File: src/hdl/dd_pkg.sv
// Shared constants, tables and types for the date difference block.
// No dependencies; imported by dd_day_number and date_difference_in_days.
`default_nettype none

package dd_pkg;

    localparam int YEAR_W    = 14;
    localparam int MONTH_W   = 4;
    localparam int DAY_W     = 5;
    localparam int COUNT_W   = 22;
    localparam int DN_W      = 23;     // day number of any 14-bit year fits
    localparam int LEAPS_W   = 13;
    localparam int MB_W      = 9;      // days before a month, up to 334
    localparam int PROD_W    = 28;

    localparam logic [YEAR_W-1:0]  MAX_YEAR  = 14'd9999;
    localparam logic [COUNT_W-1:0] COUNT_MAX = {COUNT_W{1'b1}};
    localparam logic [MONTH_W-1:0] MONTHS    = 4'd12;
    localparam logic [MONTH_W-1:0] FEBRUARY  = 4'd2;
    localparam logic [DAY_W-1:0]   FEB_DAYS  = 5'd28;

    // floor(x / 100) == (x * RECIP100) >> 19 for x below 43690
    localparam logic [12:0] RECIP100   = 13'd5243;
    localparam int          RECIP_SHR  = 19;
    localparam logic [7:0]  CENTURY    = 8'd100;

    // Stage advance strobes, one per pipeline stage of a day number unit
    typedef struct packed {
        logic s1;
        logic s2;
        logic s3;
    } dd_adv_t;

    function automatic logic [DAY_W-1:0] month_len(input logic [MONTH_W-1:0] m);
        logic [DAY_W-1:0] len;
        case (m)
            4'd1:    len = 5'd31;
            4'd2:    len = 5'd28;
            4'd3:    len = 5'd31;
            4'd4:    len = 5'd30;
            4'd5:    len = 5'd31;
            4'd6:    len = 5'd30;
            4'd7:    len = 5'd31;
            4'd8:    len = 5'd31;
            4'd9:    len = 5'd30;
            4'd10:   len = 5'd31;
            4'd11:   len = 5'd30;
            4'd12:   len = 5'd31;
            default: len = 5'd0;
        endcase
        return len;
    endfunction

    function automatic logic [MB_W-1:0] month_before(input logic [MONTH_W-1:0] m);
        logic [MB_W-1:0] mb;
        case (m)
            4'd1:    mb = 9'd0;
            4'd2:    mb = 9'd31;
            4'd3:    mb = 9'd59;
            4'd4:    mb = 9'd90;
            4'd5:    mb = 9'd120;
            4'd6:    mb = 9'd151;
            4'd7:    mb = 9'd181;
            4'd8:    mb = 9'd212;
            4'd9:    mb = 9'd243;
            4'd10:   mb = 9'd273;
            4'd11:   mb = 9'd304;
            4'd12:   mb = 9'd334;
            default: mb = 9'd0;
        endcase
        return mb;
    endfunction

endpackage

`default_nettype wire

File: src/hdl/date_difference_in_days.sv
// Gregorian day difference, top level: four-stage pipeline around two
// day number units. Depends on dd_pkg and dd_day_number.
`default_nettype none

// Usage
//   Input channel: in_valid / in_stall carry one item, a pair of dates
//   (year, month, day each) plus include_end. An item is taken at a clock
//   edge where in_valid is high and in_stall is low.
//   Output channel: out_valid / out_stall carry day_count and date_error.
//   day_count = end day number - start day number when positive, else 0,
//   plus include_end. date_error flags a bad year, month or day in either
//   date; day_count is then 0.
// Timing
//   Four register stages: an accepted item passes through stages 1, 2, 3 and 4
//   in that order, and out_valid rises when the item reaches stage 4.
//   One item per cycle is sustained while out_stall is low; that figure is set
//   by the stage registers, the deepest of which holds the constant-reciprocal
//   multiplies of stage 1.
// Reset
//   rst_n clears all stage valid bits; no item is in flight after reset.
// Stall
//   When out_stall holds a result, earlier stages keep filling any bubbles
//   and in_stall rises only once all four stages hold items. Nothing is
//   dropped or repeated.
module date_difference_in_days
    import dd_pkg::*;
(
    input  wire logic               clk,
    input  wire logic               rst_n,
    input  wire logic               in_valid,
    output logic                    in_stall,
    input  wire logic [YEAR_W-1:0]  start_year,
    input  wire logic [MONTH_W-1:0] start_month,
    input  wire logic [DAY_W-1:0]   start_day,
    input  wire logic [YEAR_W-1:0]  end_year,
    input  wire logic [MONTH_W-1:0] end_month,
    input  wire logic [DAY_W-1:0]   end_day,
    input  wire logic               include_end,
    output logic                    out_valid,
    input  wire logic               out_stall,
    output logic [COUNT_W-1:0]      day_count,
    output logic                    date_error
);

    // stage valid bits
    logic v1_reg, v2_reg, v3_reg, v4_reg;
    logic ld1, ld2, ld3, ld4;
    dd_adv_t adv;

    // a stage loads when empty or when its contents move on
    assign ld4 = !v4_reg || !out_stall;
    assign ld3 = !v3_reg || ld4;
    assign ld2 = !v2_reg || ld3;
    assign ld1 = !v1_reg || ld2;
    assign in_stall = !ld1;

    assign adv.s1 = ld1;
    assign adv.s2 = ld2;
    assign adv.s3 = ld3;

    always_ff @(posedge clk or negedge rst_n)
    begin
        if (!rst_n)
        begin
            v1_reg <= 1'b0;
            v2_reg <= 1'b0;
            v3_reg <= 1'b0;
            v4_reg <= 1'b0;
        end
        else
        begin
            if (ld1)
                v1_reg <= in_valid;
            if (ld2)
                v2_reg <= v1_reg;
            if (ld3)
                v3_reg <= v2_reg;
            if (ld4)
                v4_reg <= v3_reg;
        end
    end

    // include_end rides along with its item
    logic inc1_reg, inc2_reg, inc3_reg;

    always_ff @(posedge clk)
    begin
        if (ld1)
            inc1_reg <= include_end;
        if (ld2)
            inc2_reg <= inc1_reg;
        if (ld3)
            inc3_reg <= inc2_reg;
    end

    // day numbers of both dates, valid after stage 3
    logic [DN_W-1:0] dn_start, dn_end;
    logic            ok_start, ok_end;

    dd_day_number u_start
    (
        .clk     (clk),
        .adv     (adv),
        .year    (start_year),
        .month   (start_month),
        .day     (start_day),
        .day_num (dn_start),
        .date_ok (ok_start)
    );

    dd_day_number u_end
    (
        .clk     (clk),
        .adv     (adv),
        .year    (end_year),
        .month   (end_month),
        .day     (end_day),
        .day_num (dn_end),
        .date_ok (ok_end)
    );

    // stage 4: difference, end-day add, saturation, error
    logic [DN_W:0]        diff;
    logic [COUNT_W-1:0]   count_next, count_reg;
    logic                 err_next, err_reg;

    always_comb
    begin
        diff = (dn_start < dn_end) ? ({1'b0, dn_end} - {1'b0, dn_start}) : '0;
        diff = diff + (DN_W+1)'(inc3_reg);
        err_next = !(ok_start && ok_end);
        if (err_next)
            count_next = '0;
        else if (diff > (DN_W+1)'(COUNT_MAX))
            count_next = COUNT_MAX;
        else
            count_next = diff[COUNT_W-1:0];
    end

    always_ff @(posedge clk)
    begin
        if (ld4)
        begin
            count_reg <= count_next;
            err_reg   <= err_next;
        end
    end

    assign out_valid  = v4_reg;
    assign day_count  = count_reg;
    assign date_error = err_reg;

`ifndef SYNTH
    // an invalid date never reports a count
    a_err_zero: assert property (@(posedge clk) disable iff (!rst_n)
        (out_valid && date_error) |-> (day_count == '0))
        else $error("date_error with nonzero day_count");

    // input backs up only when every stage is full and the output is held
    a_stall_full: assert property (@(posedge clk) disable iff (!rst_n)
        in_stall |-> (v1_reg && v2_reg && v3_reg && v4_reg && out_stall))
        else $error("input stalled with a bubble in the pipeline");

    // a held output stage keeps stage 3 from being lost
    a_hold: assert property (@(posedge clk) disable iff (!rst_n)
        (v3_reg && v4_reg && out_stall) |=> (v3_reg && v4_reg))
        else $error("item lost under output stall");
`endif

endmodule

`default_nettype wire

File: src/hdl/dd_day_number.sv
// Three-stage day number unit: one date in, day number since 1 Jan year 0 out.
// Depends on dd_pkg. Stage loads are driven by the top level's advance strobes.
`default_nettype none

module dd_day_number
    import dd_pkg::*;
(
    input  wire logic               clk,
    input  wire dd_adv_t            adv,
    input  wire logic [YEAR_W-1:0]  year,
    input  wire logic [MONTH_W-1:0] month,
    input  wire logic [DAY_W-1:0]   day,
    output logic [DN_W-1:0]         day_num,
    output logic                    date_ok
);

    // stage 1: products, quotient by 4, table lookups
    logic [PROD_W-1:0]  p99_reg, p399_reg, py_reg;
    logic [PROD_W-1:0]  p99_next, p399_next, py_next;
    logic [LEAPS_W-1:0] q4_reg, q4_next;
    logic [DN_W-1:0]    y365_reg, y365_next;
    logic [MB_W-1:0]    mb1_reg, mb1_next;
    logic [DAY_W-1:0]   len1_reg, len1_next;
    logic [DAY_W-1:0]   day1_reg;
    logic [YEAR_W-1:0]  year1_reg;
    logic               feb1_reg, late1_reg, fmt1_reg, div4_reg;
    logic               feb1_next, late1_next, fmt1_next, div4_next;

    always_comb
    begin
        p99_next   = PROD_W'({1'b0, year} + 15'd99) * PROD_W'(RECIP100);
        p399_next  = PROD_W'({1'b0, year} + 15'd399) * PROD_W'(RECIP100);
        py_next    = PROD_W'(year) * PROD_W'(RECIP100);
        q4_next    = LEAPS_W'(({1'b0, year} + 15'd3) >> 2);
        y365_next  = DN_W'(year) * DN_W'(365);
        mb1_next   = month_before(month);
        len1_next  = month_len(month);
        feb1_next  = (month == FEBRUARY);
        late1_next = (month > FEBRUARY);
        fmt1_next  = (year <= MAX_YEAR) && (month != '0) && (month <= MONTHS)
                     && (day != '0);
        div4_next  = (year[1:0] == 2'b00);
    end

    always_ff @(posedge clk)
    begin
        if (adv.s1)
        begin
            p99_reg   <= p99_next;
            p399_reg  <= p399_next;
            py_reg    <= py_next;
            q4_reg    <= q4_next;
            y365_reg  <= y365_next;
            mb1_reg   <= mb1_next;
            len1_reg  <= len1_next;
            day1_reg  <= day;
            year1_reg <= year;
            feb1_reg  <= feb1_next;
            late1_reg <= late1_next;
            fmt1_reg  <= fmt1_next;
            div4_reg  <= div4_next;
        end
    end

    // stage 2: leap rule, validity, leap count, partial sum
    logic [7:0]         q100, qy;
    logic [5:0]         q400;
    logic               cent, leap;
    logic [DAY_W-1:0]   len;
    logic [LEAPS_W-1:0] leaps_reg, leaps_next;
    logic [DN_W-1:0]    part_reg, part_next;
    logic               adj_reg, adj_next;
    logic               ok2_reg, ok2_next;

    always_comb
    begin
        q100       = p99_reg[RECIP_SHR+7:RECIP_SHR];
        q400       = p399_reg[RECIP_SHR+7:RECIP_SHR+2];
        qy         = py_reg[RECIP_SHR+7:RECIP_SHR];
        cent       = ((YEAR_W'(qy) * YEAR_W'(CENTURY)) == year1_reg);
        leap       = div4_reg && (!cent || (qy[1:0] == 2'b00));
        len        = feb1_reg ? (FEB_DAYS + DAY_W'(leap)) : len1_reg;
        ok2_next   = fmt1_reg && (day1_reg <= len);
        adj_next   = late1_reg && leap;
        leaps_next = q4_reg - LEAPS_W'(q100) + LEAPS_W'(q400);
        part_next  = y365_reg + DN_W'(mb1_reg) + DN_W'(day1_reg - 5'd1);
    end

    always_ff @(posedge clk)
    begin
        if (adv.s2)
        begin
            leaps_reg <= leaps_next;
            part_reg  <= part_next;
            adj_reg   <= adj_next;
            ok2_reg   <= ok2_next;
        end
    end

    // stage 3: final day number
    logic [DN_W-1:0] dn_reg, dn_next;
    logic            ok3_reg;

    assign dn_next = part_reg + DN_W'(leaps_reg) + DN_W'(adj_reg);

    always_ff @(posedge clk)
    begin
        if (adv.s3)
        begin
            dn_reg  <= dn_next;
            ok3_reg <= ok2_reg;
        end
    end

    assign day_num = dn_reg;
    assign date_ok = ok3_reg;

endmodule

`default_nettype wire
File: config.mk
export PLATFORM = sky130hd
export DESIGN_NAME = date_difference_in_days
export DESIGN_NICKNAME = d
export VERILOG_FILES = /design/src/hdl/dd_pkg.sv /design/src/hdl/date_difference_in_days.sv /design/src/hdl/dd_day_number.sv
export SDC_FILE = /design/constraint.sdc
export NUM_CORES = 2
export LEC_CHECK = 0
export ABC_CLOCK_PERIOD_IN_PS = 7400
export BUFFER_PORTS_ARGS = -buffer_cell sky130_fd_sc_hd__buf_4
export CAP_MARGIN = 40
export CORE_AREA = 2 2 442 444
export DETAILED_ROUTE_END_ITERATION = 10
export DIE_AREA = 0 0 444 446
export PLACE_DENSITY = 0.48
export SYNTH_ARGS = -nofsm -noshare
export SYNTH_HDL_FRONTEND = slang
export SYNTH_SLANG_ARGS = --single-unit
File: constraint.sdc
create_clock -name clk -period 7.4 [get_ports clk]
set_input_delay 0 -clock clk [delete_from_list [all_inputs] [get_ports clk]]
set_output_delay 0 -clock clk [all_outputs]
set_load 0.01 [all_outputs]
==> results.cfg <==
[cts]
cts_buffers = 44
clk_latency_ps = 610
cts_tree = built
cts_htree_levels = 2
cts.clk_slew.worst_paths_ps = 60
cts_root_buf = clkbuf_16
clock_sinks = 336
cts_buffer_depth = 3

[setup_path]
critical_path_required_ps = 7740
worstPathMaxFanout = 11
end_kind = flop
critPathKind = in -> reg
crit_slowest_cell = fa_1
crit_buf_inv = 6
r2r_setup_slack_ps = 1780
worstReg2RegStart = u_end.day_num[10]$_DFFE_PP_
cp_top_family = adder cells
cp_data_arrival_time_ps = 7370
reg2reg_depth = 16
rr_endpoint = day_count[21]$_SDFFCE_PN0P_
critPathMaxStageDelay_ps = 540
critPathLaunchType = input port

[global_routing]
grt_use_total_pct = 11.4
grt_overflow = 0
grt_pass1_vias = 32065
grt_pass1_wl_um = 178000
grt_max_degree = 51
antenna_found_initial = 6

[placement]
pre_cts_slack_ps = 161
dp_hpwl_um = 95800
place_congestion = 0.880
dp.cells = 7155
port_buffers = 75
dpl-instance-area_mm2 = 0.0504

[finish]
final_common_cell = inv_1
area_growth_syn_to_layout_pct = 13.4
layout.nets = 6211
fin_area_mm2 = 0.0524
final_cell_mix = inv_1, ha_1, fa_1
drive_gt1_share_pct = 4.93
fin_cells = 7294

[power_and_ir_drop]
power.leakage_nw = 25.9
ir_worst_vdd_v = 0.000209
p_per_area_mw_per_mm2 = 427

[sta]
finalSetupTns_ps = 0
tightest_slew_ps = 918
layout_min_cycle_time_ps = 7020
hold_viol = 0
clock_skew_ps = 35.2
setup_slack_ps = 377
fmax_mhz = 142
max_slew_margin_pct = 38.4
period_share_pct = 94.9
rsz0062_at_grt = no
hold_slack_ps = 167
setup_violations = 0
drv_slew = 0

[flow_run]
maxCapViolCount = 0

[floorplanning]
rows = 162
ioPinCount = 76
die_w_um = 444
coreArea_mm2 = 0.194
die_y_um = 446
dieArea_mm2 = 0.198
initial_core_util_pct = 23.9

[status]
status = finished, final reports clean

[yosys]
synth_top_flop_cell = edfxtp_1
syn_avg_cell_area_um2 = 10.3
yosys_warnings = 0
synth_top_area_share_pct = 25.3
syn_inst = 4502
yosys.area.top_type = ha_1
synth_edf_count = 332
synthArstFlopShare_pct = 1.19
synth.distinct_cells = 73
synthTopCellsByArea = ha_1, fa_1, edfxtp_1, inv_1, xnor2_1
synth-seq-cells = 336
syn_nets = 6000
yosysSeqAreaShare_pct = 21.8
synthesis.area_mm2 = 0.0462

[drt]
drt_iter0_markers = 1375
viasPerCell = 4.15
wire_per_inst_um = 15.3
vias = 30271
firstDrtPassIters = 5
routed_wl_um = 111000
final_antenna_net_count = 0
drc = 0

[hold_path]
hold_class = in -> reg
min_from = end_day[1]
hold_path_end = u_end.day1_reg[1]$_DFFE_PN_
hold_path_depth = 2
==> repair_timing <==
action	CTS	global route
endpoints found under the setup margin	0	6
hold endpoints to repair	93	0
hold buffers	54	0
setup buffers	0	0
resized for setup	0	8
==> power breakdown <==
group	switching, mW	internal, mW
Clock	0.934	1.20
Combinational	9.30	7.23
Sequential	0.418	3.32
==> synthesized netlist by cell type (5+ instances only) <==
library cell and count:
a21oi_1 147, mux2_2 5, nand2_1 124, xor2_1 75, a21boi_0 21, o41ai_1 9
o211ai_1 14, a311oi_1 5, a21o_1 74, nor2_1 190, a31oi_1 16, o21a_1 25
nor2b_1 58, nand4_1 23, nor3b_1 10, o21ai_0 124, nor4_1 9, nand2b_1 26
or4_1 5, nand3_1 62, a22oi_1 6, and2_1 22, xnor2_1 256, clkbuf_1 17
edfxtp_1 332, o211a_1 5, o21bai_1 16, o31ai_1 7, nor4b_1 5, fa_1 511
a211o_1 5, or2_2 7, a211oi_1 25, o22ai_1 6, or3_1 23, nor3_1 60
and3_1 23, inv_1 1144, mux2i_1 10, ha_1 936, and4_1 5
==> per-layer routing <==
metal	GRT usage, %	part of all wire, %	routed length, um
met1	15.5	48	52900
met2	19.7	48	53500
met3	0.907	2.6	2930
met4	2.27	1.8	2010
met5	0	0	0
==> kinds of logic (layout without fill, tap and decap cells) <==
family                   after synthesis  in the layout  synth area share (%)
XOR/XNOR                             331            331                  6.27
AND/OR/NAND/NOR                      666            666                  7.16
multiplexers                          15             15                 0.338
buffers and inverters               1166           1412                  9.49
AO/OA/AOI/OAI                        541            541                  7.48
other                                  0              4                     0
adder cells (fa/ha/maj)             1447           1447                  47.5
flip-flops                           336            336                  21.8
==> per-stage QoR <==
step / power (mW) / util [%]
2_1_floorplan: 16.1 / -
3_3_place_gp: 20.2 / 26.0
3_5_place_dp: 20.4 / 26.0
4_1_cts: 22.8 / 27.1
5_1_grt: 25.4 / 27.1
6_report: 22.4 / 27.1
==> how the worst max path moves through the flow <==
| stage | slack [ps] | from | cells past startpoint | endpoint |
|---|---|---|---|---|
| 3_5_place_dp | 160 | start_year[1] | 27 | u_start.p99_reg[26]$_DFFE_PN_ |
| 5_1_grt | 30 | start_year[0] | 31 | u_start.p99_reg[26]$_DFFE_PN_ |
| 6_report | 380 | start_year[1] | 29 | u_start.p99_reg[26]$_DFFE_PN_ |
| 2_1_floorplan | 780 | out_valid$_DFFE_PN0P_ | 2 | inc1_reg$_DFFE_PN_ |
| 4_1_cts | 230 | start_year[1] | 28 | u_start.p99_reg[26]$_DFFE_PN_ |
| 3_3_place_gp | 200 | start_year[1] | 30 | u_start.p99_reg[26]$_DFFE_PN_ |
==> layout make-up <==
type	instances	area (um^2)
Clock inverter	28	302
Clock buffer	53	1130
Timing Repair Buffer	187	1630
Inverter	1144	4290
Antenna cell	4	10.0
Fill cell	20286	141000
Multi-Input combinational cell	3000	31800
Sequential cell	336	10100
Tap cell	2542	3180
Note: power is estimated with default switching activity, not from simulation.
